[src/rtl/core/tcw_pkg.sv]
// Shared types, constants and helpers for the text console writer.
`default_nettype none

package tcw_pkg;

   localparam int COLUMNS = 80;
   localparam int ROWS    = 25;

   localparam int CELLS   = COLUMNS * ROWS;
   localparam int ADDR_W  = $clog2(CELLS);
   localparam int CNT_W   = $clog2(CELLS + 1);
   localparam int LIN_W   = 11;
   localparam int POS_W   = (ADDR_W > LIN_W) ? ADDR_W : LIN_W;
   localparam int SCROLL_LAST = CELLS - COLUMNS;

   localparam int OP_W    = 2;
   localparam int CHAR_W  = 8;
   localparam int ATTR_W  = 8;
   localparam int COL_W   = 7;
   localparam int ROW_W   = 5;
   localparam int CELL_W  = 16;

   localparam logic [CHAR_W-1:0] CH_NEWLINE   = 8'd10;
   localparam logic [CHAR_W-1:0] CH_RETURN    = 8'd13;
   localparam logic [CHAR_W-1:0] CH_TAB       = 8'd9;
   localparam logic [CHAR_W-1:0] CH_BACKSPACE = 8'd8;
   localparam logic [CHAR_W-1:0] BLANK_CHAR   = 8'h20;
   localparam logic [ATTR_W-1:0] INIT_ATTR    = 8'h07;
   localparam logic [COL_W:0]    TAB_STEP     = (COL_W + 1)'(8);
   localparam logic [COL_W:0]    TAB_MASK     = ~((COL_W + 1)'(7));

   typedef enum logic [OP_W-1:0] {
      OP_PUT   = 2'd0,
      OP_CLEAR = 2'd1,
      OP_SET   = 2'd2,
      OP_READ  = 2'd3
   } tcw_op_type;

   typedef enum logic [2:0] {
      ST_INIT,
      ST_IDLE,
      ST_EXEC,
      ST_SCROLL,
      ST_FILL,
      ST_DONE
   } tcw_state_type;

   typedef struct packed {
      logic              en;
      logic [ADDR_W-1:0] addr;
      logic [CELL_W-1:0] data;
   } tcw_wr_type;

   typedef struct packed {
      logic              en;
      logic [ADDR_W-1:0] addr;
   } tcw_rd_type;

   typedef struct packed {
      logic              valid;
      logic [COL_W-1:0]  cursor_col;
      logic [ROW_W-1:0]  cursor_row;
      logic [LIN_W-1:0]  cursor_linear;
      logic [CELL_W-1:0] cell_data;
   } tcw_result_type;

   function automatic logic [POS_W-1:0] cell_pos(input logic [ROW_W-1:0] r,
                                                 input logic [COL_W-1:0] c);
      return POS_W'(r) * POS_W'(COLUMNS) + POS_W'(c);
   endfunction

endpackage

`default_nettype wire

[src/rtl/core/tcw_req_if.sv]
// Request channel interface of the text console writer.
`default_nettype none

interface tcw_req_if;
   logic                        valid;
   logic                        ready;
   logic [tcw_pkg::OP_W-1:0]    req_type;
   logic [tcw_pkg::CHAR_W-1:0]  char_code;
   logic [tcw_pkg::ATTR_W-1:0]  color;
   logic [tcw_pkg::COL_W-1:0]   col;
   logic [tcw_pkg::ROW_W-1:0]   row;

   modport source (output valid, output req_type, output char_code, output color,
                   output col, output row, input ready);
   modport sink   (input valid, input req_type, input char_code, input color,
                   input col, input row, output ready);
endinterface

`default_nettype wire

[src/rtl/core/tcw_seq.sv]
// Sequencer: cursor, request decode and the clear, scroll and fill sweeps.
`default_nettype none

module tcw_seq (
   input  wire logic                      clock,
   input  wire logic                      reset,
   tcw_req_if.sink                        req_chan,
   input  wire logic                      rsp_free,
   input  wire logic [tcw_pkg::CELL_W-1:0] rd_data,
   output tcw_pkg::tcw_wr_type            wr,
   output tcw_pkg::tcw_rd_type            rd,
   output tcw_pkg::tcw_result_type        result
);
   import tcw_pkg::*;

   tcw_state_type     state_ff, state_in;
   logic [CNT_W-1:0]  idx_ff, idx_in;
   logic [COL_W-1:0]  cur_col_ff, cur_col_in;
   logic [ROW_W-1:0]  cur_row_ff, cur_row_in;
   tcw_op_type        op_ff;
   logic [CHAR_W-1:0] char_ff;
   logic [ATTR_W-1:0] attr_ff;
   logic [COL_W-1:0]  col_ff;
   logic [ROW_W-1:0]  row_ff;
   logic              accept;
   logic              scroll_needed;
   logic [COL_W:0]    col_step;
   logic [ROW_W:0]    row_step;
   logic              wrap;
   logic [COL_W-1:0]  addr_col;
   logic [ROW_W-1:0]  addr_row;
   logic [POS_W-1:0]  pos;
   logic [POS_W-1:0]  cur_pos;
   logic [CNT_W-1:0]  idx_rd;
   logic [CNT_W-1:0]  idx_wr;

   assign accept         = req_chan.valid && req_chan.ready;
   assign req_chan.ready = (state_ff == ST_IDLE);
   assign pos            = cell_pos(addr_row, addr_col);
   assign cur_pos        = cell_pos(cur_row_ff, cur_col_ff);
   assign idx_rd         = idx_ff + CNT_W'(COLUMNS);
   assign idx_wr         = idx_ff - CNT_W'(1);
   assign row_step       = {1'b0, cur_row_ff} + (ROW_W + 1)'(1);

   always_comb begin
      state_in = state_ff;
      case (state_ff)
         ST_INIT: begin
            if (idx_ff == CNT_W'(CELLS - 1)) begin
               state_in = ST_IDLE;
            end
         end
         ST_IDLE: begin
            if (accept) begin
               state_in = ST_EXEC;
            end
         end
         ST_EXEC: begin
            case (op_ff)
               OP_PUT:   state_in = scroll_needed ? ST_SCROLL : ST_DONE;
               OP_CLEAR: state_in = ST_FILL;
               default:  state_in = ST_DONE;
            endcase
         end
         ST_SCROLL: begin
            if (idx_ff == CNT_W'(SCROLL_LAST)) begin
               state_in = ST_FILL;
            end
         end
         ST_FILL: begin
            if (idx_ff == CNT_W'(CELLS - 1)) begin
               state_in = ST_DONE;
            end
         end
         ST_DONE: begin
            if (rsp_free) begin
               state_in = ST_IDLE;
            end
         end
         default: state_in = ST_IDLE;
      endcase
   end

   always_comb begin
      idx_in        = idx_ff;
      cur_col_in    = cur_col_ff;
      cur_row_in    = cur_row_ff;
      scroll_needed = 1'b0;
      col_step      = '0;
      wrap          = 1'b0;
      addr_col      = cur_col_ff;
      addr_row      = cur_row_ff;
      wr.en         = 1'b0;
      wr.addr       = pos[ADDR_W-1:0];
      wr.data       = {attr_ff, BLANK_CHAR};
      rd.en         = 1'b0;
      rd.addr       = pos[ADDR_W-1:0];
      result.valid         = (state_ff == ST_DONE);
      result.cursor_col    = cur_col_ff;
      result.cursor_row    = cur_row_ff;
      result.cursor_linear = cur_pos[LIN_W-1:0];
      result.cell_data     = (op_ff == OP_READ) ? rd_data : '0;
      case (state_ff)
         ST_INIT: begin
            wr.en   = 1'b1;
            wr.addr = idx_ff[ADDR_W-1:0];
            wr.data = {INIT_ATTR, BLANK_CHAR};
            idx_in  = idx_ff + CNT_W'(1);
         end
         ST_EXEC: begin
            idx_in = '0;
            case (op_ff)
               OP_PUT: begin
                  if (char_ff == CH_NEWLINE) begin
                     wrap = 1'b1;
                  end else if (char_ff == CH_RETURN) begin
                     cur_col_in = '0;
                  end else if (char_ff == CH_TAB) begin
                     col_step = ({1'b0, cur_col_ff} + TAB_STEP) & TAB_MASK;
                     if (col_step >= (COL_W + 1)'(COLUMNS)) begin
                        wrap = 1'b1;
                     end else begin
                        cur_col_in = col_step[COL_W-1:0];
                     end
                  end else if (char_ff == CH_BACKSPACE) begin
                     if (cur_col_ff != '0) begin
                        cur_col_in = cur_col_ff - COL_W'(1);
                     end else if (cur_row_ff != '0) begin
                        cur_row_in = cur_row_ff - ROW_W'(1);
                        cur_col_in = COL_W'(COLUMNS - 1);
                     end
                     addr_col = cur_col_in;
                     addr_row = cur_row_in;
                     wr.en    = 1'b1;
                  end else begin
                     wr.en    = 1'b1;
                     wr.data  = {attr_ff, char_ff};
                     col_step = {1'b0, cur_col_ff} + (COL_W + 1)'(1);
                     if (col_step >= (COL_W + 1)'(COLUMNS)) begin
                        wrap = 1'b1;
                     end else begin
                        cur_col_in = col_step[COL_W-1:0];
                     end
                  end
                  if (wrap) begin
                     cur_col_in = '0;
                     if (row_step >= (ROW_W + 1)'(ROWS)) begin
                        cur_row_in    = ROW_W'(ROWS - 1);
                        scroll_needed = 1'b1;
                     end else begin
                        cur_row_in = row_step[ROW_W-1:0];
                     end
                  end
               end
               OP_CLEAR: begin
                  cur_col_in = '0;
                  cur_row_in = '0;
               end
               OP_SET: begin
                  cur_col_in = col_ff;
                  cur_row_in = row_ff;
               end
               default: begin
                  addr_col = col_ff;
                  addr_row = row_ff;
                  rd.en    = 1'b1;
               end
            endcase
         end
         ST_SCROLL: begin
            rd.en   = (idx_ff != CNT_W'(SCROLL_LAST));
            rd.addr = idx_rd[ADDR_W-1:0];
            wr.en   = (idx_ff != '0);
            wr.addr = idx_wr[ADDR_W-1:0];
            wr.data = rd_data;
            if (idx_ff != CNT_W'(SCROLL_LAST)) begin
               idx_in = idx_ff + CNT_W'(1);
            end
         end
         ST_FILL: begin
            wr.en   = 1'b1;
            wr.addr = idx_ff[ADDR_W-1:0];
            idx_in  = idx_ff + CNT_W'(1);
         end
         default: begin
         end
      endcase
   end

   always_ff @(posedge clock) begin
      if (reset) begin
         state_ff   <= ST_INIT;
         idx_ff     <= '0;
         cur_col_ff <= '0;
         cur_row_ff <= '0;
      end else begin
         state_ff   <= state_in;
         idx_ff     <= idx_in;
         cur_col_ff <= cur_col_in;
         cur_row_ff <= cur_row_in;
      end
   end

   always_ff @(posedge clock) begin
      if (accept) begin
         op_ff   <= tcw_op_type'(req_chan.req_type);
         char_ff <= req_chan.char_code;
         attr_ff <= req_chan.color;
         col_ff  <= (req_chan.col > COL_W'(COLUMNS - 1)) ? COL_W'(COLUMNS - 1) : req_chan.col;
         row_ff  <= (req_chan.row > ROW_W'(ROWS - 1)) ? ROW_W'(ROWS - 1) : req_chan.row;
      end
   end

   a_no_same_cell: assert property (@(posedge clock) disable iff (reset)
      !(wr.en && rd.en && (wr.addr == rd.addr)))
      else $error("cell read and write collide");

   a_leave_idle: assert property (@(posedge clock) disable iff (reset)
      accept |=> (state_ff == ST_EXEC))
      else $error("accepted transaction not executed");

   a_cursor_range: assert property (@(posedge clock) disable iff (reset)
      (cur_col_ff <= COL_W'(COLUMNS - 1)) && (cur_row_ff <= ROW_W'(ROWS - 1)))
      else $error("cursor outside the screen");

   a_done_once: assert property (@(posedge clock) disable iff (reset)
      (result.valid && rsp_free) |=> (state_ff == ST_IDLE))
      else $error("result delivered more than once");

endmodule

`default_nettype wire

[src/flat_wrapper.sv]
// flat-port wrapper written by rule: the top's interface ports become plain ports
module tcw_seq_flat import tcw_pkg::*;
  (clock, reset, rsp_free, rd_data, wr, rd, result, req_chan_valid, req_chan_req_type, req_chan_char_code, req_chan_color, req_chan_col, req_chan_row, req_chan_ready);
  tcw_req_if req_chan_i ();
  input  wire logic clock;
  input  wire logic reset;
  input  wire logic rsp_free;
  input  wire logic [tcw_pkg::CELL_W-1:0] rd_data;
  output tcw_pkg::tcw_wr_type wr;
  output tcw_pkg::tcw_rd_type rd;
  output tcw_pkg::tcw_result_type result;
  input wire logic [$bits(req_chan_i.valid)-1:0] req_chan_valid;
  input wire logic [$bits(req_chan_i.req_type)-1:0] req_chan_req_type;
  input wire logic [$bits(req_chan_i.char_code)-1:0] req_chan_char_code;
  input wire logic [$bits(req_chan_i.color)-1:0] req_chan_color;
  input wire logic [$bits(req_chan_i.col)-1:0] req_chan_col;
  input wire logic [$bits(req_chan_i.row)-1:0] req_chan_row;
  output wire logic [$bits(req_chan_i.ready)-1:0] req_chan_ready;
  assign req_chan_i.valid = req_chan_valid;
  assign req_chan_i.req_type = req_chan_req_type;
  assign req_chan_i.char_code = req_chan_char_code;
  assign req_chan_i.color = req_chan_color;
  assign req_chan_i.col = req_chan_col;
  assign req_chan_i.row = req_chan_row;
  assign req_chan_ready = req_chan_i.ready;
  tcw_seq u_core (.clock(clock), .reset(reset), .req_chan(req_chan_i), .rsp_free(rsp_free), .rd_data(rd_data), .wr(wr), .rd(rd), .result(result));
endmodule
[config.mk]
export PLATFORM = sky130hd
export DESIGN_NAME = tcw_seq_flat
export DESIGN_NICKNAME = d
export VERILOG_FILES = /design/src/rtl/core/tcw_pkg.sv /design/src/rtl/core/tcw_req_if.sv /design/src/rtl/core/tcw_seq.sv /design/src/flat_wrapper.sv
export SDC_FILE = /design/constraint.sdc
export NUM_CORES = 1
export LEC_CHECK = 0
export BUFFER_PORTS_ARGS = -buffer_cell sky130_fd_sc_hd__buf_2
export CORE_MARGIN = 8
export CORE_UTILIZATION = 55
export DETAILED_ROUTE_END_ITERATION = 16
export GPL_TIMING_DRIVEN = 0
export PLACE_DENSITY = 0.82
export SYNTH_ARGS = -nofsm -noshare
export SYNTH_HDL_FRONTEND = slang
export SYNTH_SLANG_ARGS = --single-unit
[constraint.sdc]
create_clock -name clock -period 10.9 [get_ports clock]
set_input_delay 2.18 -clock clock [delete_from_list [all_inputs] [get_ports clock]]
set_output_delay 2.18 -clock clock [all_outputs]
set_load 0.02 [all_outputs]
==> results of run 1 <==
==> layout make-up <==
cell class	count	share of cell area
multi-input combinational	538	0.579
sequential	56	0.223
timing repair buffer	129	0.101
buffer	55	0.0383
tap	133	0.0261
inverter	30	0.0177
clock buffer	5	0.0108
clock inverter	3	0.00451
==> cells in the mapped netlist (5+ instances only) <==
cell      number  share of area
nand4_1        7         0.0080
nand2_1       59          0.041
a31oi_1        7         0.0080
mux2_2         6          0.012
o31ai_1        5         0.0069
o211ai_1      10          0.014
nand2b_1      11          0.013
edfxtp_1      30           0.16
dfxtp_1       26          0.095
nor2_1        50          0.034
nand3_1       24          0.022
xor2_1        18          0.029
and2_1        27          0.031
o21ai_0       53          0.049
and3_1        12          0.014
mux2i_1        5         0.0092
or3_1          7         0.0080
nor2b_1       13          0.015
a32o_1         5         0.0092
a22o_1        11          0.018
inv_1         30          0.021
nor4_1         7         0.0080
a21oi_1       39          0.036
a21o_1         6         0.0082
clkbuf_1      40          0.027
nor3_1        10         0.0092
ha_1          38          0.087
xnor2_1       14          0.022
o22ai_1        6         0.0069
buf_2          6         0.0055
a211oi_1       8          0.011
==> worst max-delay path: cells and delay by family, from the launching register on <==
kind                       cells  cell delay, ns
buffers and inverters          3            0.65
and+or+nand+nor                3            1.13
AOI/OAI and AO/OA              5            1.08
muxes                          2            0.58
DFF                            1            0.37
adders and majority gates      4            1.26
xor gates and xnor gates       1            0.11
==> how the worst min path moves through the flow <==
stage / endpoint / slack (ns) / depth (start not counted) / from
finish: u_core.idx_ff[1] / 0.58 / 2 / u_core.idx_ff[1]
detailed placement: u_core.idx_ff[1] / 0.57 / 2 / u_core.idx_ff[1]
global placement: u_core.idx_ff[1] / 0.54 / 2 / u_core.idx_ff[1]
CTS: u_core.idx_ff[1] / 0.58 / 2 / u_core.idx_ff[1]
global route: u_core.idx_ff[1] / 0.63 / 2 / u_core.idx_ff[1]
floorplan: u_core.idx_ff[1] / 0.50 / 2 / u_core.idx_ff[1]
==> stage by stage <==
| stage | instances | instance area [um2] | utilization | worst slack [ns] |
|---|---|---|---|---|
| after global routing | 949 | 6380 | 0.656 | 2.89 |
| after floorplan | 679 | 5460 | - | 4.11 |
| after global placement | 941 | 6270 | 0.645 | 3.05 |
| final | 949 | 6380 | 0.656 | 3.20 |
| after detailed placement | 941 | 6280 | 0.646 | 3.64 |
| after CTS | 949 | 6380 | 0.656 | 3.24 |
==> routing by layer <==
layer	GRT usage	wire (um)
met2	0.459	8700
met4	0.0795	376
met3	0.0417	1480
met5	0	0
met1	0.381	8440
==> power breakdown <==
group / internal [mW] / switching (mW)
registers: 0.223 / 0.00150
clock network: 0.0483 / 0.0796
logic: 0.0140 / 0.0178
==> registers in the layout (all words and copies together), names as in the netlist <==
register and flops:
u_core.cur_row_ff 5, u_core.cur_col_ff 7, u_core.row_ff 5, u_core.state_ff 3, u_core.col_ff 7, u_core.idx_ff 11
u_core.attr_ff 8, u_core.op_ff 2, u_core.char_ff 8
==> logic make-up after synthesis <==
logic type	after synthesis	synth area share
flops	56	0.260
simple gates	255	0.254
buf+inv	85	0.0653
fa+ha+maj	42	0.102
mux	11	0.0215
xor+xnor	33	0.0543
compound gates	197	0.243
==> impl_results.md, run 1 <==
* Status: complete, no violations
* CP startpoint: u_core.cur_row_ff[1]
* Crit-path max FO at 9
* Clock Path Buffers at 2
* Average cell area after synthesis at 8.05 um2
* Slew of the pin with the lowest slew margin at 1.32 ns
* Area of the multi-input gates at 3690 um2
* Crit Path Category: reg -> out
* Unrepaired setup endpoints after global routing: no
* Final Hold Vio Count at 0
* Req. time, crit path at 8.72 ns
* Total CTS buffers at 5
* Num Clock Sinks at 56
* Setup Fix Bufs, Post-CTS at 0
* End of the critical path: wr[26]
* Clock transition at path regs at 0.11 ns
* Most used cell, CP: ha_1
* Clock skew at 0.0121 ns
* Router iterations before antenna repair at 5
* Share of cells above drive strength 1 at 0.208
* Total power at 0.384 mW
* Port buffer count at 129
* EDFF count, synth at 30
* DR WL/cell at 20.0 um
* Setup violators final at 0
* Ys flop type: edfxtp_1
* Peak supply drop at 58.2 uV
* Pwr per Cell Area at 60.2 nW/um2
* Async S/R FF share, synth at 0
* Largest net degree at the start of global routing at 31
* Residual DRC count at 0
* Register area at 1420 um2
* Yosys reg bits at 56
* Vias in the first global route at 5682
* Initial antenna violation count at 0
* CP Capture Type: primary output
* Maxcap violations at 0
* Most frequent cells in the layout: buf_2 (135), nand2_1 (59), o21ai_0 (53)
* R2R Path End: u_core.cur_row_ff[4]
* Fmax at 0.130 GHz
* Fin. max-slew vios at 0
* Fill cells at 886
* Max incr delay on CP at 0.77 ns
* Die area at 13400 um2
* Commonest non-fill, non-tap cell in the layout: buf_2
* Slowest CP cell: nor4b_2
* Core area at 9730 um2
* Clk root buf: clkbuf_8
* GRT overflow at 0
* YS warnings at 0
* Clock latency at the later pin of the worst-skew pair at 0.33 ns
* Post-Syn Nets at 771
* Fin crit share at 0.707
* Clock H-tree levels at 2
* Initial core utilization at 0.561
* R2R setup slack at 7.74 ns
* GP Congestion at 0.967
* WP data arrival at 5.52 ns
* N_diodes at 0
* First-pass GRT wire length at 29900 um
* Die height at 116 um
* Row count at 36
* Post-DP HPWL at 15200 um
* Cells along the critical path: clkbuf_1 -> inv_1 -> ha_1 -> nor4b_2 -> nor2_1 -> mux2i_1 -> a221o_1 -> o211a_1 -> ha_1 -> ha_1 -> fa_1 -> nand2_1 -> o21bai_1 -> mux2_2 -> o2bb2ai_1 -> xnor2_2 -> o211ai_1 -> buf_2
* Synth Instances at 679
* CTS tree: yes
* Worst hold slack at 0.576 ns
* RR Startpoint: u_core.cur_col_ff[3]
* LEAKAGE at 2.80 nW
* Die width at 116 um
* Seq/Total Area, Yosys at 0.260
* Setup_tns at 0 ns
* Crit start category: register
* Final Net Count at 907
* Antenna Violating Nets Remaining at 0
* Post-Synthesis Cell Area at 5460 um2
* Gr usage total at 0.282
* Detail-routed via count per cell at 6.27
* Final min period at 7.70 ns
* Slew margin rel. at 0.117
* R2R cell count at 8
* Synth cell types at 79
* Post-CTS resize count at 0
* WL final at 19000 um
* Drt initial violations at 751
* DR vias at 5950
* Min-Delay Path Class: reg -> reg
* IO Pins at 131
* Post-CTS Hold Fix Bufs at 0
* P&R area growth vs syn at 16.8%
(Power assumes the default switching activity.)
==> run 2: changes to the inputs <==
--- a/config.mk
+++ b/config.mk
@@ -7,10 +7,10 @@
 export LEC_CHECK = 0
 export BUFFER_PORTS_ARGS = -buffer_cell sky130_fd_sc_hd__buf_2
 export CORE_MARGIN = 8
-export CORE_UTILIZATION = 55
+export CORE_UTILIZATION = 50
 export DETAILED_ROUTE_END_ITERATION = 16
 export GPL_TIMING_DRIVEN = 0
-export PLACE_DENSITY = 0.82
+export PLACE_DENSITY = 0.78
 export SYNTH_ARGS = -nofsm -noshare
 export SYNTH_HDL_FRONTEND = slang
 export SYNTH_SLANG_ARGS = --single-unit
==> constraint.sdc (replaced) <==
create_clock -name clock -period 6.9 [get_ports clock]
set_input_delay 1.38 -clock clock [delete_from_list [all_inputs] [get_ports clock]]
set_output_delay 1.38 -clock clock [all_outputs]
set_load 0.02 [all_outputs]
==> run 2 against run 1 <==
Compared with the run above:
- via count rose by 0.15%
- first-iteration DRC count fell by 2.7%
- sequential cell count did not move
- die area rose by 8.6%
- clock power grew 56%
- sequential power increased by 58%
- core utilization is 5.9 points lower
- wire length rose by 1.2%
- count of clock-buffer cells in the layout did not move
- combinational power grew 60%
- critical path type unchanged
- largest power group unchanged
==> impl_results.md, run 2 (synthesized netlist as in run 1, its figures left out) <==
* Status: complete, no violations
* Most flop-heavy register: u_core.idx_ff
* Peak supply drop at 130 uV (+120%)
* Initial core utilization at 0.508 (-0.0531)
* Min-Delay Path Class: reg -> reg
* Hold path cells at 2 (unchanged)
* Bufs and invs on worst path at 3 (unchanged)
* Clock Path Buffers at 2 (unchanged)
* Slew margin rel. at 0.136 (+0.0188)
* CP Capture Type: primary output
* P&R area growth vs syn at 17.3%
* GRT overflow at 0 (unchanged)
* DR vias at 5959 (+0.15%)
* DR WL/cell at 20.1 um (+0.48%)
* Post-CTS Hold Fix Bufs at 0 (unchanged)
* Setup violators final at 0 (unchanged)
* Die height at 121 um (+4.2%)
* Residual DRC count at 0 (unchanged)
* Gr usage total at 0.257 (-0.0251)
* Slowest CP cell: fa_1
* Num Clock Sinks at 56 (unchanged)
* GP Congestion at 0.966 (about the same)
* Final Hold Vio Count at 0 (unchanged)
* Fin. max-slew vios at 0 (unchanged)
* Fin crit share at 0.945
* Switch Pwr at 0.157 mW (+59%)
* Setup Fix Bufs, Post-CTS at 0 (unchanged)
* Initial antenna violation count at 0 (unchanged)
* Slew of the pin with the lowest slew margin at 1.30 ns (-0.0282 ns)
* WL final at 19200 um (+1.2%)
* R2R Path End: u_core.cur_col_ff[5]
* Row count at 38 (+5.6%)
* Post-DP HPWL at 15100 um (-0.24%)
* Clock H-tree levels at 2 (unchanged)
* Req. time, crit path at 5.52 ns (-3.20 ns)
* Clock transition at path regs at 0.13 ns (+0.02 ns)
* Most used cell, CP: ha_1
* Register share of total power at 0.586 (+0.002)
* Clock skew at 0.0216 ns (+0.00948 ns)
* Min-delay src: u_core.idx_ff[1]
* Share of cells above drive strength 1 at 0.211 (+0.00245)
* Commonest non-fill, non-tap cell in the layout: buf_2
* Most frequent cells in the layout: buf_2 (135), nand2_1 (59), o21ai_0 (53)
* WP data arrival at 5.14 ns (-0.38 ns)
* Setup Slack @ Placement at 0.0620 ns (-3.58 ns)
* Crit-path max FO at 9 (unchanged)
* CTS tree: yes
* Drt initial violations at 731 (-2.7%)
* Crit Path Category: reg -> out
* Die width at 121 um (+4.2%)
* Final Net Count at 907 (unchanged)
* Unrepaired setup endpoints after global routing: no
* Clk root buf: clkbuf_8
* Combinational power share at 0.084 (about the same)
* Die area at 14500 um2 (+8.6%)
* Number of flip-flops in the largest register at 11 (unchanged)
* Antenna Violating Nets Remaining at 0 (unchanged)
* Core area at 10700 um2 (+10%)
* R2R setup slack at 3.58 ns (-4.16 ns)
* Fmax at 0.153 GHz
* Clock power share at 0.330 (-0.003)
* LEAKAGE at 2.81 nW (+0.57%)
* Maxcap violations at 0 (unchanged)
* Total CTS buffers at 5 (unchanged)
* RR Startpoint: u_core.cur_col_ff[3]
* P_int at 0.448 mW (+57%)
* Max incr delay on CP at 0.47 ns (-0.30 ns)
* N_diodes at 0 (unchanged)
* R2R cell count at 8 (unchanged)
* Crit start category: register
* Router iterations before antenna repair at 6 (+1)
* Sw frac at 0.259 (+0.00198)
* Final std cells w/o fill at 956 (+0.74%)
* Cells along the critical path: buf_2 -> inv_2 -> ha_1 -> nor4b_4 -> nand4_2 -> nor4_1 -> mux2_2 -> a22o_1 -> a22o_1 -> ha_1 -> ha_1 -> fa_1 -> nand2_1 -> o21bai_1 -> mux2_2 -> o2bb2ai_2 -> xnor2_2 -> o211ai_1 -> buf_2
* Setup_tns at 0 ns (unchanged)
* Fin util at 0.596 (-0.0594)
* Detail-routed via count per cell at 6.23 (-0.58%)
* Pwr per Cell Area at 94.4 nW/um2 (+57%)
* Worst Hold Path EP: u_core.idx_ff[1]
* CP startpoint: u_core.cur_col_ff[0]
* Clock latency at the later pin of the worst-skew pair at 0.35 ns (+0.02 ns)
* Largest net degree at the start of global routing at 31 (unchanged)
* First-pass GRT wire length at 29900 um (-0.16%)
* IO Pins at 131 (unchanged)
* Final min period at 6.52 ns
* Port buffer count at 129 (unchanged)
* Vias in the first global route at 5600 (-1.4%)
* CP top delay family: adder cells
* Dpl cells at 948 (+0.74%)
* Largest regs: u_core.idx_ff x11, u_core.attr_ff x8, u_core.char_ff x8
* Final setup margin at 0.379 ns (-2.82 ns)
-- run 2: power groups by stage --
| stage | registers (mW) | logic [mW] | clock network (mW) |
|---|---|---|---|
| 2_1_floorplan | 0.361 | 0.0253 | 0 |
| 3_3_place_gp | 0.362 | 0.0481 | 0 |
| 3_5_place_dp | 0.362 | 0.0497 | 0 |
| 4_1_cts | 0.354 | 0.0504 | 0.205 |
| 5_1_grt | 0.354 | 0.0553 | 0.212 |
| 6_report | 0.354 | 0.0508 | 0.200 |
-- run 2: metal layers --
| metal | global-route usage | up-vias | share of wire |
|---|---|---|---|
| li1 | - | 2763 | - |
| met1 | 0.346 | 2806 | 0.43 |
| met2 | 0.413 | 355 | 0.46 |
| met3 | 0.0485 | 35 | 0.089 |
| met4 | 0.0695 | 0 | 0.021 |
| met5 | 0 | - | 0 |
-- run 2: area by class of cell --
type	instances	area [um2]
Sequential cell	56	1420
Tap cell	140	175
Timing Repair Buffer	129	646
Clock buffer	5	68.8
Fill cell	979	4340
Clock inverter	3	21.3
Inverter	30	113
Buffer	55	244
Multi-Input combinational cell	538	3720
-- run 2: worst max path at each step --
stage	endpoint	slack (ns)	cells after the start
CTS	wr[26]	0.04	19
detailed placement	wr[26]	0.06	18
global placement	wr[26]	0.05	18
finish	wr[26]	0.38	19
global route	wr[26]	0.05	19
floorplan	wr[26]	0.91	17
-- run 2: stage by stage --
stage	area, um2	hold WS, ns	total power, mW
after floorplan	5460	0.500	0.386
after global placement	6280	0.535	0.410
after detailed placement	6280	0.550	0.411
after CTS	6380	0.566	0.609
after global routing	6410	0.603	0.622
final	6410	0.562	0.605
-- run 2: tightest hold or removal path, cell delays in order, from the launching register on --
cell and delay [ns]:
dfxtp_1 0.37, nand2b_1 0.09, a21oi_1 0.06
-- run 2: repair_timing --
| action | 4_1_cts | 5_1_grt |
|---|---|---|
| gates resized for setup | 1 | 5 |
| setup endpoints to repair | 2 | 2 |
| gates cloned | 0 | 0 |
| pin swaps | 0 | 0 |
==> run 3: changes to the inputs <==
--- a/config.mk
+++ b/config.mk
@@ -8,6 +8,7 @@
 export BUFFER_PORTS_ARGS = -buffer_cell sky130_fd_sc_hd__buf_2
 export CORE_MARGIN = 8
 export CORE_UTILIZATION = 50
+export CTS_BUF_LIST = sky130_fd_sc_hd__clkbuf_16
 export DETAILED_ROUTE_END_ITERATION = 16
 export GPL_TIMING_DRIVEN = 0
 export PLACE_DENSITY = 0.78
==> run 3 against run 2 <==
Compared with the run above:
- total power rose by 12%
- final cell count unchanged
- clock skew down 0.0040 ns
- global-route usage hardly changed
- largest cell class unchanged
- first-iteration DRC count down 8.5%
- clock power up 36%
- wire length is 0.20% higher
- maximum frequency is 0.88% lower
- largest power group unchanged
- critical path depth unchanged
==> impl_results.md, run 3 (synthesized netlist as in run 1, its figures left out) <==
* Final min period at 6.58 ns (+0.0581 ns)
* First-pass GRT wire length at 29900 um (+0.14%)
* Most used cell, CP: ha_1
* Register share of total power at 0.523 (-0.063)
* Cells along the critical path: buf_2 -> inv_1 -> ha_1 -> nor4b_4 -> nand4_2 -> nor4_1 -> mux2_2 -> a22o_1 -> a22o_1 -> ha_1 -> ha_1 -> fa_1 -> nand2_1 -> o21bai_1 -> mux2_2 -> o2bb2ai_2 -> xnor2_2 -> o211ai_1 -> buf_2
* Initial core utilization at 0.508 (unchanged)
* DR vias at 5931 (-0.47%)
* Total CTS buffers at 5 (unchanged)
* CP startpoint: u_core.cur_col_ff[0]
* Min-delay src: u_core.idx_ff[1]
* Unrepaired setup endpoints after global routing: no
* Fmax at 0.152 GHz (-0.88%)
* Commonest non-fill, non-tap cell in the layout: buf_2
* CP Capture Type: primary output
* Setup_tns at 0 ns (unchanged)
* Clock H-tree levels at 2 (unchanged)
* P&R area growth vs syn at 18.3%
* Largest net degree at the start of global routing at 31 (unchanged)
* Slew of the pin with the lowest slew margin at 1.29 ns (-0.00329 ns)
* Most frequent cells in the layout: buf_2 (135), nand2_1 (59), o21ai_0 (53)
* Clock skew at 0.0176 ns (-0.00398 ns)
* Clock Path Buffers at 2 (unchanged)
* Crit-path max FO at 9 (unchanged)
* Detail-routed via count per cell at 6.20 (-0.47%)
* WP data arrival at 5.20 ns (+0.06 ns)
* Slew margin rel. at 0.138 (+0.00219)
* N_diodes at 0 (unchanged)
* GRT overflow at 0 (unchanged)
* Fin. max-slew vios at 0 (unchanged)
* DR WL/cell at 20.2 um (+0.20%)
* Port buffer count at 129 (unchanged)
* Max incr delay on CP at 0.47 ns (about the same)
* Combinational power share at 0.075 (-0.009)
* Sw frac at 0.245 (-0.0140)
* Slowest CP cell: fa_1
* IO Pins at 131 (unchanged)
* Post-CTS Hold Fix Bufs at 0 (unchanged)
* Setup Fix Bufs, Post-CTS at 0 (unchanged)
* Fin crit share at 0.954 (+0.00842)
* Final Hold Vio Count at 0 (unchanged)
* Die width at 121 um (unchanged)
* Clock power share at 0.402 (+0.072)
* WL final at 19300 um (+0.20%)
* Crit start category: register
* Maxcap violations at 0 (unchanged)
* Core area at 10700 um2 (unchanged)
* Post-DP HPWL at 15100 um (unchanged)
* Min-Delay Path Class: reg -> reg
* Router iterations before antenna repair at 5 (-1)
* Num Clock Sinks at 56 (unchanged)
* Setup violators final at 0 (unchanged)
* Initial antenna violation count at 0 (unchanged)
* Fin util at 0.601 (+0.00524)
* Peak supply drop at 142 uV (+9.3%)
* Status: complete, no violations
* Die area at 14500 um2 (unchanged)
* Gr usage total at 0.258 (+0.000494)
* RR Startpoint: u_core.cur_col_ff[3]
* Vias in the first global route at 5608 (+0.14%)
* Clock latency at the later pin of the worst-skew pair at 0.32 ns (-0.03 ns)
* GP Congestion at 0.966 (unchanged)
* Die height at 121 um (unchanged)
* Antenna Violating Nets Remaining at 0 (unchanged)
* Most flop-heavy register: u_core.idx_ff
* LEAKAGE at 2.84 nW (+0.90%)
* Row count at 38 (unchanged)
* Clk root buf: clkbuf_16
* Share of cells above drive strength 1 at 0.210 (-0.00123)
* Largest regs: u_core.idx_ff x11, u_core.attr_ff x8, u_core.char_ff x8
* Pwr per Cell Area at 105 nW/um2 (+11%)
* Drt initial violations at 669 (-8.5%)
* Residual DRC count at 0 (unchanged)
* Number of flip-flops in the largest register at 11 (unchanged)
* Crit Path Category: reg -> out
* P_int at 0.511 mW (+14%)
* Switch Pwr at 0.166 mW (+6.0%)
* CTS tree: yes
* Req. time, crit path at 5.52 ns (about the same)
* Final Net Count at 907 (unchanged)
* Clock transition at path regs at 0.09 ns (-0.04 ns)
==> run 3: cell count changes in the layout (fill, tap and decap cells not counted) <==
| cell | previous run | this run |
|---|---|---|
| inv_2 | 1 | 0 |
| clkbuf_8 | 5 | 0 |
| clkbuf_16 | 0 | 5 |
| inv_1 | 29 | 30 |
==> run 3: final cells by class <==
type | instances | area, um2
buffer | 55 | 244
timing repair buffer | 129 | 646
clock buffer | 5 | 125
fill | 970 | 4280
inverter | 30 | 113
sequential | 56 | 1420
multi-input combinational | 538 | 3720
tap | 140 | 175
clock inverter | 3 | 21.3
==> run 3: power groups by stage <==
| stage | Clock [mW] | Sequential [mW] | Combinational (mW) |
|---|---|---|---|
| 6_report | 0.272 | 0.354 | 0.0509 |
| 5_1_grt | 0.284 | 0.354 | 0.0553 |
| 4_1_cts | 0.277 | 0.354 | 0.0504 |
| 3_5_place_dp | 0 | 0.362 | 0.0497 |
| 3_3_place_gp | 0 | 0.362 | 0.0481 |
| 2_1_floorplan | 0 | 0.361 | 0.0253 |
==> run 3: metrics by stage <==
| step | std cells | power, mW | area [um2] | setup slack [ns] | hold WS, ns |
|---|---|---|---|---|---|
| detailed placement | 948 | 0.411 | 6280 | 0.0620 | 0.550 |
| floorplan | 679 | 0.386 | 5460 | 0.906 | 0.500 |
| global route | 956 | 0.693 | 6460 | 0.00400 | 0.598 |
| global placement | 948 | 0.410 | 6280 | 0.0547 | 0.535 |
| CTS | 956 | 0.681 | 6440 | 0.0836 | 0.562 |
| finish | 956 | 0.677 | 6460 | 0.320 | 0.560 |
==> run 3: worst paths after layout <==
| kind | endpoint | slack, ns | cells past startpoint |
|---|---|---|---|
| min | u_core.idx_ff[1] | 0.56 | 2 |
| min reg2reg | u_core.idx_ff[1] | 0.56 | 2 |
| max reg2reg | u_core.cur_col_ff[5] | 3.60 | 8 |
| max | wr[26] | 0.32 | 19 |
==> run 3: what timing repair did <==
| action | in CTS | in global routing |
|---|---|---|
| endpoints found under the setup margin | 2 | 2 |
| gates resized for setup | 1 | 4 |
| gates cloned | 0 | 0 |
| hold endpoints to repair | 0 | 0 |
==> run 3: worst max-delay path, delay by kind of cell, from the launching register on <==
kind,cells,cell delay (ns)
AOI/OAI and AO/OA,5,0.88
xor gates and xnor gates,1,0.09
adders and majority gates,4,1.27
buffers and inverters,3,0.63
DFF,1,0.35
muxes,2,0.77
and+or+nand+nor,4,0.88
==> run 3: layer usage <==
metal	track usage	up-vias	wire (um)
met5	0	-	0
met4	0.0788	0	444
met3	0.0597	37	1850
met2	0.411	321	8880
met1	0.340	2808	8100
li1	-	2765	-
